--- config.mk ---
export PLATFORM = sky130hd
export DESIGN_NAME = free_block_coalescer
export DESIGN_NICKNAME = d
export VERILOG_FILES = /design/src/rtl/fbc_pkg.sv /design/src/rtl/fbc_table_mem.sv /design/src/rtl/fbc_out_reg.sv /design/src/rtl/fbc_ctrl.sv /design/src/rtl/free_block_coalescer.sv
export VERILOG_INCLUDE_DIRS = /design/src /design/src/rtl
export SDC_FILE = /design/constraint.sdc
export NUM_CORES = 2
export LEC_CHECK = 0
export BUFFER_PORTS_ARGS = -buffer_cell sky130_fd_sc_hd__buf_2
export CAP_MARGIN = 40
export CORE_ASPECT_RATIO = 0.6
export CORE_MARGIN = 2
export CORE_UTILIZATION = 30
export CTS_CLUSTER_SIZE = 10
export DETAILED_ROUTE_END_ITERATION = 10
export GPL_TIMING_DRIVEN = 0
export PLACE_DENSITY_LB_ADDON = 0.25
export SYNTH_ARGS = -nofsm -noshare
export SYNTH_HDL_FRONTEND = slang
export SYNTH_SLANG_ARGS = --single-unit
export TNS_END_PERCENT = 30
--- constraint.sdc ---
create_clock -name clk_i -period 5.5 [get_ports clk_i]
set_input_delay 1.1 -clock clk_i [delete_from_list [all_inputs] [get_ports clk_i]]
set_output_delay 1.1 -clock clk_i [all_outputs]
set_load 0.03 [all_outputs]
--- src/rtl/free_block_coalescer_defines.svh ---
// ----------------------------------------------------------------------------
// Free block coalescer assertion macros
// Immediate and next-cycle implication checks, reset-qualified.
// ----------------------------------------------------------------------------
`ifndef FREE_BLOCK_COALESCER_DEFINES_SVH
`define FREE_BLOCK_COALESCER_DEFINES_SVH

// consequent must hold in the same cycle as the antecedent
`define FBC_ASSERT_SAME(label, clk, rst_n, ante, cons, msg) \
  label: assert property (@(posedge clk) disable iff (!rst_n) (ante) |-> (cons)) \
    else $error(msg);

// consequent must hold in the cycle after the antecedent
`define FBC_ASSERT_NEXT(label, clk, rst_n, ante, cons, msg) \
  label: assert property (@(posedge clk) disable iff (!rst_n) (ante) |=> (cons)) \
    else $error(msg);

`endif

--- src/rtl/fbc_pkg.sv ---
// ----------------------------------------------------------------------------
// Free block coalescer package
// Shared defaults, opcode and result codes, and the result flag bundle.
// ----------------------------------------------------------------------------
`timescale 1ns / 1ps

package fbc_pkg;

  localparam int TableDepthDef = 32;
  localparam int AddrBitsDef   = 16;

  localparam logic OP_INSERT = 1'b0;
  localparam logic OP_DUMP   = 1'b1;

  localparam logic KIND_ACK   = 1'b0;
  localparam logic KIND_BLOCK = 1'b1;

  localparam logic STATUS_OK   = 1'b0;
  localparam logic STATUS_FULL = 1'b1;

  typedef struct packed {
    logic kind;
    logic status;
    logic is_empty;
    logic last;
  } res_flags_t;

endpackage

--- src/rtl/fbc_table_mem.sv ---
// ----------------------------------------------------------------------------
// Free block table memory
// One write port and one read port, read data registered.
// ----------------------------------------------------------------------------
`timescale 1ns / 1ps

module fbc_table_mem import fbc_pkg::*; #(
  parameter int TABLE_DEPTH = TableDepthDef,
  parameter int ADDR_BITS   = AddrBitsDef,
  localparam int IdxW       = $clog2(TABLE_DEPTH),
  localparam int EntW       = 2 * ADDR_BITS
) (
  input  logic            clk_i,
  input  logic            we_i,
  input  logic [IdxW-1:0] waddr_i,
  input  logic [EntW-1:0] wdata_i,
  input  logic            re_i,
  input  logic [IdxW-1:0] raddr_i,
  output logic [EntW-1:0] rdata_o
);

  logic [EntW-1:0] mem_q [TABLE_DEPTH];
  logic [EntW-1:0] rdata_q;

  always_ff @(posedge clk_i) begin
    if (we_i) begin
      mem_q[waddr_i] <= wdata_i;
    end
  end

  always_ff @(posedge clk_i) begin
    if (re_i) begin
      rdata_q <= mem_q[raddr_i];
    end
  end

  assign rdata_o = rdata_q;

endmodule

--- src/rtl/fbc_out_reg.sv ---
// ----------------------------------------------------------------------------
// Free block coalescer output register
// Holds one result transaction until the consumer takes it.
// ----------------------------------------------------------------------------
`timescale 1ns / 1ps

module fbc_out_reg import fbc_pkg::*; #(
  parameter int ADDR_BITS = AddrBitsDef
) (
  input  logic                 clk_i,
  input  logic                 rst_ni,
  input  logic                 load_i,
  input  res_flags_t           flags_i,
  input  logic [ADDR_BITS-1:0] start_i,
  input  logic [ADDR_BITS:0]   size_i,
  output logic                 free_o,
  output logic                 out_valid_o,
  input  logic                 out_stall_i,
  output logic                 result_kind_o,
  output logic                 status_o,
  output logic [ADDR_BITS-1:0] out_start_o,
  output logic [ADDR_BITS:0]   out_size_o,
  output logic                 is_empty_o,
  output logic                 last_o
);

  logic                 valid_q, valid_d;
  res_flags_t           flags_q;
  logic [ADDR_BITS-1:0] start_q;
  logic [ADDR_BITS:0]   size_q;

  // free when empty or being drained this cycle
  assign free_o = !valid_q || !out_stall_i;

  always_comb begin
    valid_d = valid_q;
    if (load_i) begin
      valid_d = 1'b1;
    end else if (!out_stall_i) begin
      valid_d = 1'b0;
    end
  end

  always_ff @(posedge clk_i or negedge rst_ni) begin
    if (!rst_ni) begin
      valid_q <= 1'b0;
    end else begin
      valid_q <= valid_d;
    end
  end

  always_ff @(posedge clk_i) begin
    if (load_i) begin
      flags_q <= flags_i;
      start_q <= start_i;
      size_q  <= size_i;
    end
  end

  assign out_valid_o   = valid_q;
  assign result_kind_o = flags_q.kind;
  assign status_o      = flags_q.status;
  assign is_empty_o    = flags_q.is_empty;
  assign last_o        = flags_q.last;
  assign out_start_o   = start_q;
  assign out_size_o    = size_q;

endmodule

--- src/rtl/fbc_ctrl.sv ---
// ----------------------------------------------------------------------------
// Free block coalescer control
// Sorted insert by a downward read-shift walk, and a pipelined merge walk.
// ----------------------------------------------------------------------------
`timescale 1ns / 1ps

module fbc_ctrl import fbc_pkg::*; #(
  parameter int TABLE_DEPTH = TableDepthDef,
  parameter int ADDR_BITS   = AddrBitsDef,
  localparam int IdxW       = $clog2(TABLE_DEPTH),
  localparam int CntW       = $clog2(TABLE_DEPTH + 1),
  localparam int EntW       = 2 * ADDR_BITS
) (
  input  logic                 clk_i,
  input  logic                 rst_ni,
  input  logic                 in_valid_i,
  output logic                 in_stall_o,
  input  logic                 opcode_i,
  input  logic [ADDR_BITS-1:0] block_start_i,
  input  logic [ADDR_BITS-1:0] block_size_i,
  output logic                 mem_we_o,
  output logic [IdxW-1:0]      mem_waddr_o,
  output logic [EntW-1:0]      mem_wdata_o,
  output logic                 mem_re_o,
  output logic [IdxW-1:0]      mem_raddr_o,
  input  logic [EntW-1:0]      mem_rdata_i,
  output logic                 res_load_o,
  output res_flags_t           res_flags_o,
  output logic [ADDR_BITS-1:0] res_start_o,
  output logic [ADDR_BITS:0]   res_size_o,
  input  logic                 res_free_i
);

  typedef enum logic [2:0] {
    S_IDLE,
    S_INS,
    S_INS_LAST,
    S_DUMP,
    S_FLUSH,
    S_RESP
  } state_e;

  localparam logic [CntW-1:0] DepthCnt = CntW'(TABLE_DEPTH);

  state_e               state_q, state_d;
  logic [CntW-1:0]      cnt_q, cnt_d;
  logic [CntW-1:0]      idx_q, idx_d;
  logic [CntW-1:0]      proc_idx_q, proc_idx_d;
  logic                 dv_q, dv_d;
  logic                 empty_q, empty_d;
  logic                 status_q, status_d;
  logic [ADDR_BITS-1:0] new_start_q, new_start_d;
  logic [ADDR_BITS-1:0] new_size_q, new_size_d;
  logic [ADDR_BITS-1:0] cur_start_q, cur_start_d;
  logic [ADDR_BITS:0]   cur_size_q, cur_size_d;

  logic [ADDR_BITS-1:0] rd_start;
  logic [ADDR_BITS-1:0] rd_size;
  logic [ADDR_BITS+1:0] cur_end;
  logic                 merge;
  logic                 first;
  logic                 need_emit;
  logic                 can_proc;
  logic                 issue;
  logic [CntW-1:0]      idx_up;

  assign rd_start  = mem_rdata_i[EntW-1:ADDR_BITS];
  assign rd_size   = mem_rdata_i[ADDR_BITS-1:0];
  assign cur_end   = {2'b00, cur_start_q} + {1'b0, cur_size_q};
  assign merge     = (cur_end == {2'b00, rd_start});
  assign first     = (proc_idx_q == '0);
  assign need_emit = dv_q && !first && !merge;
  assign can_proc  = dv_q && (!need_emit || res_free_i);
  assign issue     = (state_q == S_DUMP) && (idx_q < cnt_q) && (!dv_q || can_proc);
  assign idx_up    = idx_q + 1'b1;
  assign in_stall_o = (state_q != S_IDLE);

  always_comb begin
    state_d     = state_q;
    cnt_d       = cnt_q;
    idx_d       = idx_q;
    proc_idx_d  = proc_idx_q;
    dv_d        = dv_q;
    empty_d     = empty_q;
    status_d    = status_q;
    new_start_d = new_start_q;
    new_size_d  = new_size_q;
    cur_start_d = cur_start_q;
    cur_size_d  = cur_size_q;
    mem_we_o    = 1'b0;
    mem_waddr_o = '0;
    mem_wdata_o = {new_start_q, new_size_q};
    mem_re_o    = 1'b0;
    mem_raddr_o = '0;
    res_load_o  = 1'b0;
    res_flags_o = '{kind: KIND_ACK, status: STATUS_OK, is_empty: 1'b0, last: 1'b1};
    res_start_o = '0;
    res_size_o  = '0;

    unique case (state_q)
      S_IDLE: begin
        if (in_valid_i) begin
          if (opcode_i == OP_INSERT) begin
            new_start_d = block_start_i;
            new_size_d  = block_size_i;
            if (cnt_q == DepthCnt) begin
              status_d = STATUS_FULL;
              state_d  = S_RESP;
            end else if (cnt_q == '0) begin
              mem_we_o    = 1'b1;
              mem_wdata_o = {block_start_i, block_size_i};
              cnt_d       = cnt_q + 1'b1;
              status_d    = STATUS_OK;
              state_d     = S_RESP;
            end else begin
              // walk down from the top entry
              mem_re_o    = 1'b1;
              mem_raddr_o = IdxW'(cnt_q - 1'b1);
              idx_d       = cnt_q - 1'b1;
              status_d    = STATUS_OK;
              state_d     = S_INS;
            end
          end else begin
            idx_d   = '0;
            dv_d    = 1'b0;
            empty_d = (cnt_q == '0);
            state_d = (cnt_q == '0) ? S_FLUSH : S_DUMP;
          end
        end
      end

      S_INS: begin
        mem_we_o    = 1'b1;
        mem_waddr_o = IdxW'(idx_up);
        if (rd_start >= new_start_q) begin
          // shift this entry up one place
          mem_wdata_o = mem_rdata_i;
          if (idx_q == '0) begin
            state_d = S_INS_LAST;
          end else begin
            mem_re_o    = 1'b1;
            mem_raddr_o = IdxW'(idx_q - 1'b1);
            idx_d       = idx_q - 1'b1;
          end
        end else begin
          cnt_d   = cnt_q + 1'b1;
          state_d = S_RESP;
        end
      end

      S_INS_LAST: begin
        mem_we_o = 1'b1;
        cnt_d    = cnt_q + 1'b1;
        state_d  = S_RESP;
      end

      S_DUMP: begin
        if (issue) begin
          mem_re_o    = 1'b1;
          mem_raddr_o = IdxW'(idx_q);
          idx_d       = idx_up;
          proc_idx_d  = idx_q;
        end
        dv_d = issue ? 1'b1 : (can_proc ? 1'b0 : dv_q);
        if (can_proc) begin
          if (first) begin
            cur_start_d = rd_start;
            cur_size_d  = {1'b0, rd_size};
          end else if (merge) begin
            cur_size_d = cur_size_q + {1'b0, rd_size};
          end else begin
            res_load_o  = 1'b1;
            res_flags_o = '{kind: KIND_BLOCK, status: STATUS_OK, is_empty: 1'b0,
                            last: 1'b0};
            res_start_o = cur_start_q;
            res_size_o  = cur_size_q;
            cur_start_d = rd_start;
            cur_size_d  = {1'b0, rd_size};
          end
          if (proc_idx_q == cnt_q - 1'b1) begin
            state_d = S_FLUSH;
          end
        end
      end

      S_FLUSH: begin
        if (res_free_i) begin
          res_load_o  = 1'b1;
          res_flags_o = '{kind: KIND_BLOCK, status: STATUS_OK, is_empty: empty_q,
                          last: 1'b1};
          res_start_o = empty_q ? '0 : cur_start_q;
          res_size_o  = empty_q ? '0 : cur_size_q;
          cnt_d       = '0;
          state_d     = S_IDLE;
        end
      end

      S_RESP: begin
        if (res_free_i) begin
          res_load_o  = 1'b1;
          res_flags_o = '{kind: KIND_ACK, status: status_q, is_empty: 1'b0, last: 1'b1};
          state_d     = S_IDLE;
        end
      end

      default: begin
        state_d = S_IDLE;
      end
    endcase
  end

  always_ff @(posedge clk_i or negedge rst_ni) begin
    if (!rst_ni) begin
      state_q     <= S_IDLE;
      cnt_q       <= '0;
      idx_q       <= '0;
      proc_idx_q  <= '0;
      dv_q        <= 1'b0;
      empty_q     <= 1'b0;
      status_q    <= STATUS_OK;
      new_start_q <= '0;
      new_size_q  <= '0;
      cur_start_q <= '0;
      cur_size_q  <= '0;
    end else begin
      state_q     <= state_d;
      cnt_q       <= cnt_d;
      idx_q       <= idx_d;
      proc_idx_q  <= proc_idx_d;
      dv_q        <= dv_d;
      empty_q     <= empty_d;
      status_q    <= status_d;
      new_start_q <= new_start_d;
      new_size_q  <= new_size_d;
      cur_start_q <= cur_start_d;
      cur_size_q  <= cur_size_d;
    end
  end

endmodule

--- src/rtl/free_block_coalescer.sv ---
// Insert: with an empty or full table the result is loaded from the response state; else
//   the walk reads one entry a cycle downward, shifts up each with start at or above the
//   new start, writes the new entry, then loads. Dump: one entry a cycle through the table
//   read port while the output is free, then the final load (no reads with an empty table).
// Each result shows in the cycle after its load; a new transaction is taken in the cycle
//   after the last load. Output stalls hold loads. Reset clears count and control only.
// ----------------------------------------------------------------------------
// Free block coalescer
// Address-ordered free block table with neighbor coalescing on dump.
// ----------------------------------------------------------------------------
`timescale 1ns / 1ps
`include "free_block_coalescer_defines.svh"

module free_block_coalescer import fbc_pkg::*; #(
  parameter int TABLE_DEPTH = TableDepthDef,
  parameter int ADDR_BITS   = AddrBitsDef
) (
  input  logic                 clk_i,
  input  logic                 rst_ni,
  input  logic                 in_valid_i,
  output logic                 in_stall_o,
  input  logic                 opcode_i,
  input  logic [ADDR_BITS-1:0] block_start_i,
  input  logic [ADDR_BITS-1:0] block_size_i,
  output logic                 out_valid_o,
  input  logic                 out_stall_i,
  output logic                 result_kind_o,
  output logic                 status_o,
  output logic [ADDR_BITS-1:0] out_start_o,
  output logic [ADDR_BITS:0]   out_size_o,
  output logic                 is_empty_o,
  output logic                 last_o
);

  localparam int IdxW = $clog2(TABLE_DEPTH);
  localparam int EntW = 2 * ADDR_BITS;

  logic                 mem_we;
  logic [IdxW-1:0]      mem_waddr;
  logic [EntW-1:0]      mem_wdata;
  logic                 mem_re;
  logic [IdxW-1:0]      mem_raddr;
  logic [EntW-1:0]      mem_rdata;
  logic                 res_load;
  res_flags_t           res_flags;
  logic [ADDR_BITS-1:0] res_start;
  logic [ADDR_BITS:0]   res_size;
  logic                 res_free;

  fbc_ctrl #(
    .TABLE_DEPTH(TABLE_DEPTH),
    .ADDR_BITS  (ADDR_BITS)
  ) u_ctrl (
    .clk_i        (clk_i),
    .rst_ni       (rst_ni),
    .in_valid_i   (in_valid_i),
    .in_stall_o   (in_stall_o),
    .opcode_i     (opcode_i),
    .block_start_i(block_start_i),
    .block_size_i (block_size_i),
    .mem_we_o     (mem_we),
    .mem_waddr_o  (mem_waddr),
    .mem_wdata_o  (mem_wdata),
    .mem_re_o     (mem_re),
    .mem_raddr_o  (mem_raddr),
    .mem_rdata_i  (mem_rdata),
    .res_load_o   (res_load),
    .res_flags_o  (res_flags),
    .res_start_o  (res_start),
    .res_size_o   (res_size),
    .res_free_i   (res_free)
  );

  fbc_table_mem #(
    .TABLE_DEPTH(TABLE_DEPTH),
    .ADDR_BITS  (ADDR_BITS)
  ) u_mem (
    .clk_i  (clk_i),
    .we_i   (mem_we),
    .waddr_i(mem_waddr),
    .wdata_i(mem_wdata),
    .re_i   (mem_re),
    .raddr_i(mem_raddr),
    .rdata_o(mem_rdata)
  );

  fbc_out_reg #(
    .ADDR_BITS(ADDR_BITS)
  ) u_out (
    .clk_i        (clk_i),
    .rst_ni       (rst_ni),
    .load_i       (res_load),
    .flags_i      (res_flags),
    .start_i      (res_start),
    .size_i       (res_size),
    .free_o       (res_free),
    .out_valid_o  (out_valid_o),
    .out_stall_i  (out_stall_i),
    .result_kind_o(result_kind_o),
    .status_o     (status_o),
    .out_start_o  (out_start_o),
    .out_size_o   (out_size_o),
    .is_empty_o   (is_empty_o),
    .last_o       (last_o)
  );

  // a result is never loaded over one the consumer has not taken
  `FBC_ASSERT_SAME(a_load_free, clk_i, rst_ni, res_load, !out_valid_o || !out_stall_i, "result overwritten")
  // the shift walk never reads and writes the same entry in one cycle
  `FBC_ASSERT_SAME(a_mem_no_clash, clk_i, rst_ni, mem_we && mem_re, mem_waddr != mem_raddr, "read write clash")
  // an accepted transaction makes the input side busy in the next cycle
  `FBC_ASSERT_NEXT(a_busy_after_accept, clk_i, rst_ni, in_valid_i && !in_stall_o, in_stall_o, "not busy after accept")

endmodule
==> results_dict.tcl <==
set metrics [dict create \
    endpoint_kind "flop" \
    r2r_cells 18 \
    vias 35900 \
    ir_drop_v 0.000341 \
    clk_latency_ps 770 \
    htreeDepth 4 \
    dr.pass1.iters 9 \
    synth-edff-count 1093 \
    setup_viol 19 \
    p_seq_share_pct 33.2 \
    power_density_nw_per_um2 674 \
    fin_crit_sh_pct 102 \
    die_w_um 536 \
    finalNetCount 4208 \
    final_cell_mix "edfxtp_1, nand2_1, inv_1, clkbuf_16, nor3_1" \
    crit_family "compound AO/OA/AOI/OAI gates" \
    place_area_um2 56300 \
    r2r-end "u_mem.rdata_o[16]$_DFFE_PP_" \
    grt_max_degree 60 \
    final_common_cell "edfxtp_1" \
    failed_checks "setup timing" \
    worst_pin_slew_ps 1020 \
    clock_path_buffers 4 \
    final_hold_viol_count 0 \
    drv_slew 0 \
    drive_gt1_share_pct 23.1 \
    wl_um 184000 \
    p_int_mw 24.4 \
    grt_usage_pct 20.7 \
    cts_tree "done" \
    grt_pass1_wl_um 256000 \
    cp.arrival_ps 6160 \
    gp_congestion 0.888 \
    yosysTopAreaCell "edfxtp_1" \
    grt-ovfl-total 0 \
    path_clk_slew_ps 60 \
    synthArstFlopShare_pct 7.61 \
    combPwrFrac_pct 47.1 \
    top_level_ports 76 \
    die_h_um 323 \
    syn_inst 3775 \
    period_needed_ps 5630 \
    antenna_found_initial 9 \
    synth_ff_type "edfxtp_1" \
    hold_class "in -> async" \
    crit_chain "inv_1 -> ha_1 -> nand2b_1 -> a21o_1 -> a21oi_1 -> o21ai_0 -> o21ai_2 -> and2_2 -> nand2b_1 -> o32a_1 -> buf_6 -> a21boi_4 -> clkbuf_4 -> clkbuf_4 -> nor4_1 -> o31ai_4 -> nand4_1 -> a211oi_2" \
    std_cell_rows 117 \
    wl_per_cell_um 28.8 \
    areaGrowthSynthToFinish_pct 22.8 \
    leakage_nw 21.7 \
    fin_skew_ps 42.8 \
    io_buffers 75 \
    power.share.clock_pct 19.7 \
    worstPathRequired_ps 6030 \
    cpMaxStageDelayCell "edfxtp_1" \
    startpoint_type "flop" \
    netSwitchingFraction_pct 42.4 \
    maxCapViolations 0 \
    synthesis.area_um2 51000 \
    timing.rr.start "u_mem.rdata_o[16]$_DFFE_PP_" \
    final_core_util_pct 37.0 \
    root_buffer "clkbuf_16" \
    clock_sinks 1183 \
    yosys_warnings 0 \
    r2r_slack_ps -130 \
    grt_pass1_vias 32500 \
    rsz0062_at_grt "true" \
    setup_slack_ps -126 \
    synth_area_per_cell_um2 13.5 \
    path_max_fanout 10 \
    outcome "finished with violations" \
    synth.net_count 3872 \
    fin_area_um2 62700 \
    cpPeakStageDelay_ps 530 \
    synthDistinctLibCells 75 \
    critical_path_class "reg -> reg" \
    fillCellCount 16100 \
    ys_seq_elements 1183 \
    fmax_ghz 0.178 \
    slew_headroom_pct 31.8 \
    fp.coreArea_um2 169000 \
    hpwl_um 135000 \
    yosysSeqAreaShare_pct 68.7 \
    cts_made_buffers 144 \
    synth.area.top_cells "edfxtp_1, dfrtp_1, nand2_1" \
    synth.top_cell.area_share_pct 64.3 \
    p_switching_mw 17.9 \
    drc_errors 0 \
    cp.buffers_inverters 4 \
    die_area_um2 174000 \
    vias_per_cell 5.60 \
    drtIter0Drc 5821 \
    ant_nets 0 \
    initial_utilization_pct 30.2 \
    finalPower_mw 42.3 \
]
[what timing repair did]
action	4_1_cts	5_1_grt
hold buffers	0	0
cloned	2	0
endpoints found under the hold margin	0	0
buffers inserted	12	9
resized for setup	420	171
pin swaps	85	52
setup endpoints to repair	103	76
[metrics by stage]
step	TNS, ps	setup WS (ps)	instances	hold slack [ps]
after floorplan	0	364	3775	449
after global placement	-323610	-2420	6111	464
after detailed placement	-55020	-1840	6206	468
after CTS	-472	-89.8	6395	303
after global routing	-2270	-190	6403	319
final	-973	-126	6404	303
[state kept, by name (all words and copies together), names as in the netlist]
register             cells
u_mem.mem_q           1024
u_ctrl.proc_idx_q        6
u_ctrl.new_start_q      16
u_out.last_o             1
u_ctrl.status_q          1
u_out.out_start_o       16
u_ctrl.cur_start_q      16
u_ctrl.cnt_q             6
u_out.result_kind_o      1
u_ctrl.idx_q             6
u_out.out_size_o        17
u_out.status_o           1
u_ctrl.cur_size_q       17
u_mem.rdata_o           32
u_ctrl.dv_q              1
u_out.is_empty_o         1
u_out.out_valid_o        1
u_ctrl.new_size_q       16
u_ctrl.empty_q           1
u_ctrl.state_q           3
[per-layer routing]
layer  GRT usage, %  part of all wire [%]  vias to the layer above
met5              0                 0.034                        -
met4           2.99                   1.2                       10
met3           7.75                    15                      189
met2           23.3                    34                     2225
met1           35.5                    50                    18300
li1               -                     -                    15200
[worst max-delay path by stage]
| stage | from | endpoint | cells past startpoint | slack [ps] |
|---|---|---|---|---|
| 2_1_floorplan | u_ctrl.cur_size_q[0]$_DFFE_PN0P_ | u_out.is_empty_o$_DFFE_PP_ | 14 | 360 |
| 3_3_place_gp | u_mem.rdata_o[16]$_DFFE_PP_ | u_mem.rdata_o[19]$_DFFE_PP_ | 17 | -2420 |
| 3_5_place_dp | u_mem.rdata_o[16]$_DFFE_PP_ | u_mem.rdata_o[17]$_DFFE_PP_ | 18 | -1840 |
| 4_1_cts | u_ctrl.cur_size_q[0]$_DFFE_PN0P_ | u_mem.rdata_o[17]$_DFFE_PP_ | 21 | -90 |
| 5_1_grt | u_ctrl.cur_size_q[0]$_DFFE_PN0P_ | u_mem.rdata_o[17]$_DFFE_PP_ | 21 | -190 |
| 6_report | u_mem.rdata_o[16]$_DFFE_PP_ | u_mem.rdata_o[16]$_DFFE_PP_ | 18 | -130 |
[logic make-up (layout without fill, tap and decap cells)]
| logic type | count (synthesis) | count (layout) | synth area share, % |
|---|---|---|---|
| flops | 1183 | 1183 | 68.7 |
| simple gates | 1028 | 1028 | 9.43 |
| compound gates | 766 | 766 | 11.8 |
| buf+inv | 508 | 874 | 4.08 |
| mux | 178 | 178 | 3.63 |
| fa+ha+maj | 60 | 60 | 1.50 |
| xor+xnor | 52 | 52 | 0.892 |
| other cells | 0 | 2 | 0 |
[power by group through the flow]
stage	sequential [mW]	clock, mW	combinational (mW)
3_5_place_dp	14.2	0	17.6
6_report	14.0	8.34	19.9
4_1_cts	14.0	8.42	19.0
5_1_grt	14.1	8.76	20.9
2_1_floorplan	14.0	0	9.09
3_3_place_gp	14.3	0	15.8
[cells in the mapped netlist, types with 9 or more instances]
library cell and count:
clkbuf_1 171, nand2b_1 13, nor3_1 148, a222oi_1 32
nand4_1 41, a21oi_1 119, ha_1 58, a311oi_1 32
a211oi_2 12, a31oi_1 30, mux2i_1 123, inv_1 230
a211oi_1 122, nor4_1 131, nor2_1 86, nor2b_1 42
mux2_2 55, buf_4 17, a21o_1 15, nand3_1 78
edfxtp_1 1093, o21ai_0 61, a22oi_1 30, xor2_1 16
dfrtp_1 90, xnor2_1 36, o221a_2 114, o221a_1 11
nand2_1 459, o31ai_1 125, buf_2 78, and2_1 9
buf_1 9
[layout make-up]
| cell class | count | area (µm²) | share of cell area [%] |
|---|---|---|---|
| inverter | 231 | 870 | 1.39 |
| multi-input combinational | 2084 | 15800 | 25.2 |
| clock buffer | 170 | 3720 | 5.94 |
| timing repair buffer | 194 | 2490 | 3.98 |
| antenna | 2 | 5.00 | 0.00798 |
| tap | 2261 | 2830 | 4.51 |
| clock inverter | 6 | 68.8 | 0.110 |
| sequential | 1183 | 35100 | 56.0 |
| buffer | 273 | 1830 | 2.91 |
[worst reg2reg max path: stages (launching register included)]
cell and delay (ps):
edfxtp_1 530, inv_1 80, ha_1 290, nand2b_1 150
a21o_1 200, a21oi_1 190, o21ai_0 210, o21ai_2 270
and2_2 290, nand2b_1 200, o32a_1 390, buf_6 270
a21boi_4 390, clkbuf_4 370, clkbuf_4 360, nor4_1 130
o31ai_4 370, nand4_1 370, a211oi_2 390
No activity file was read; power rests on OpenSTA's default activity.
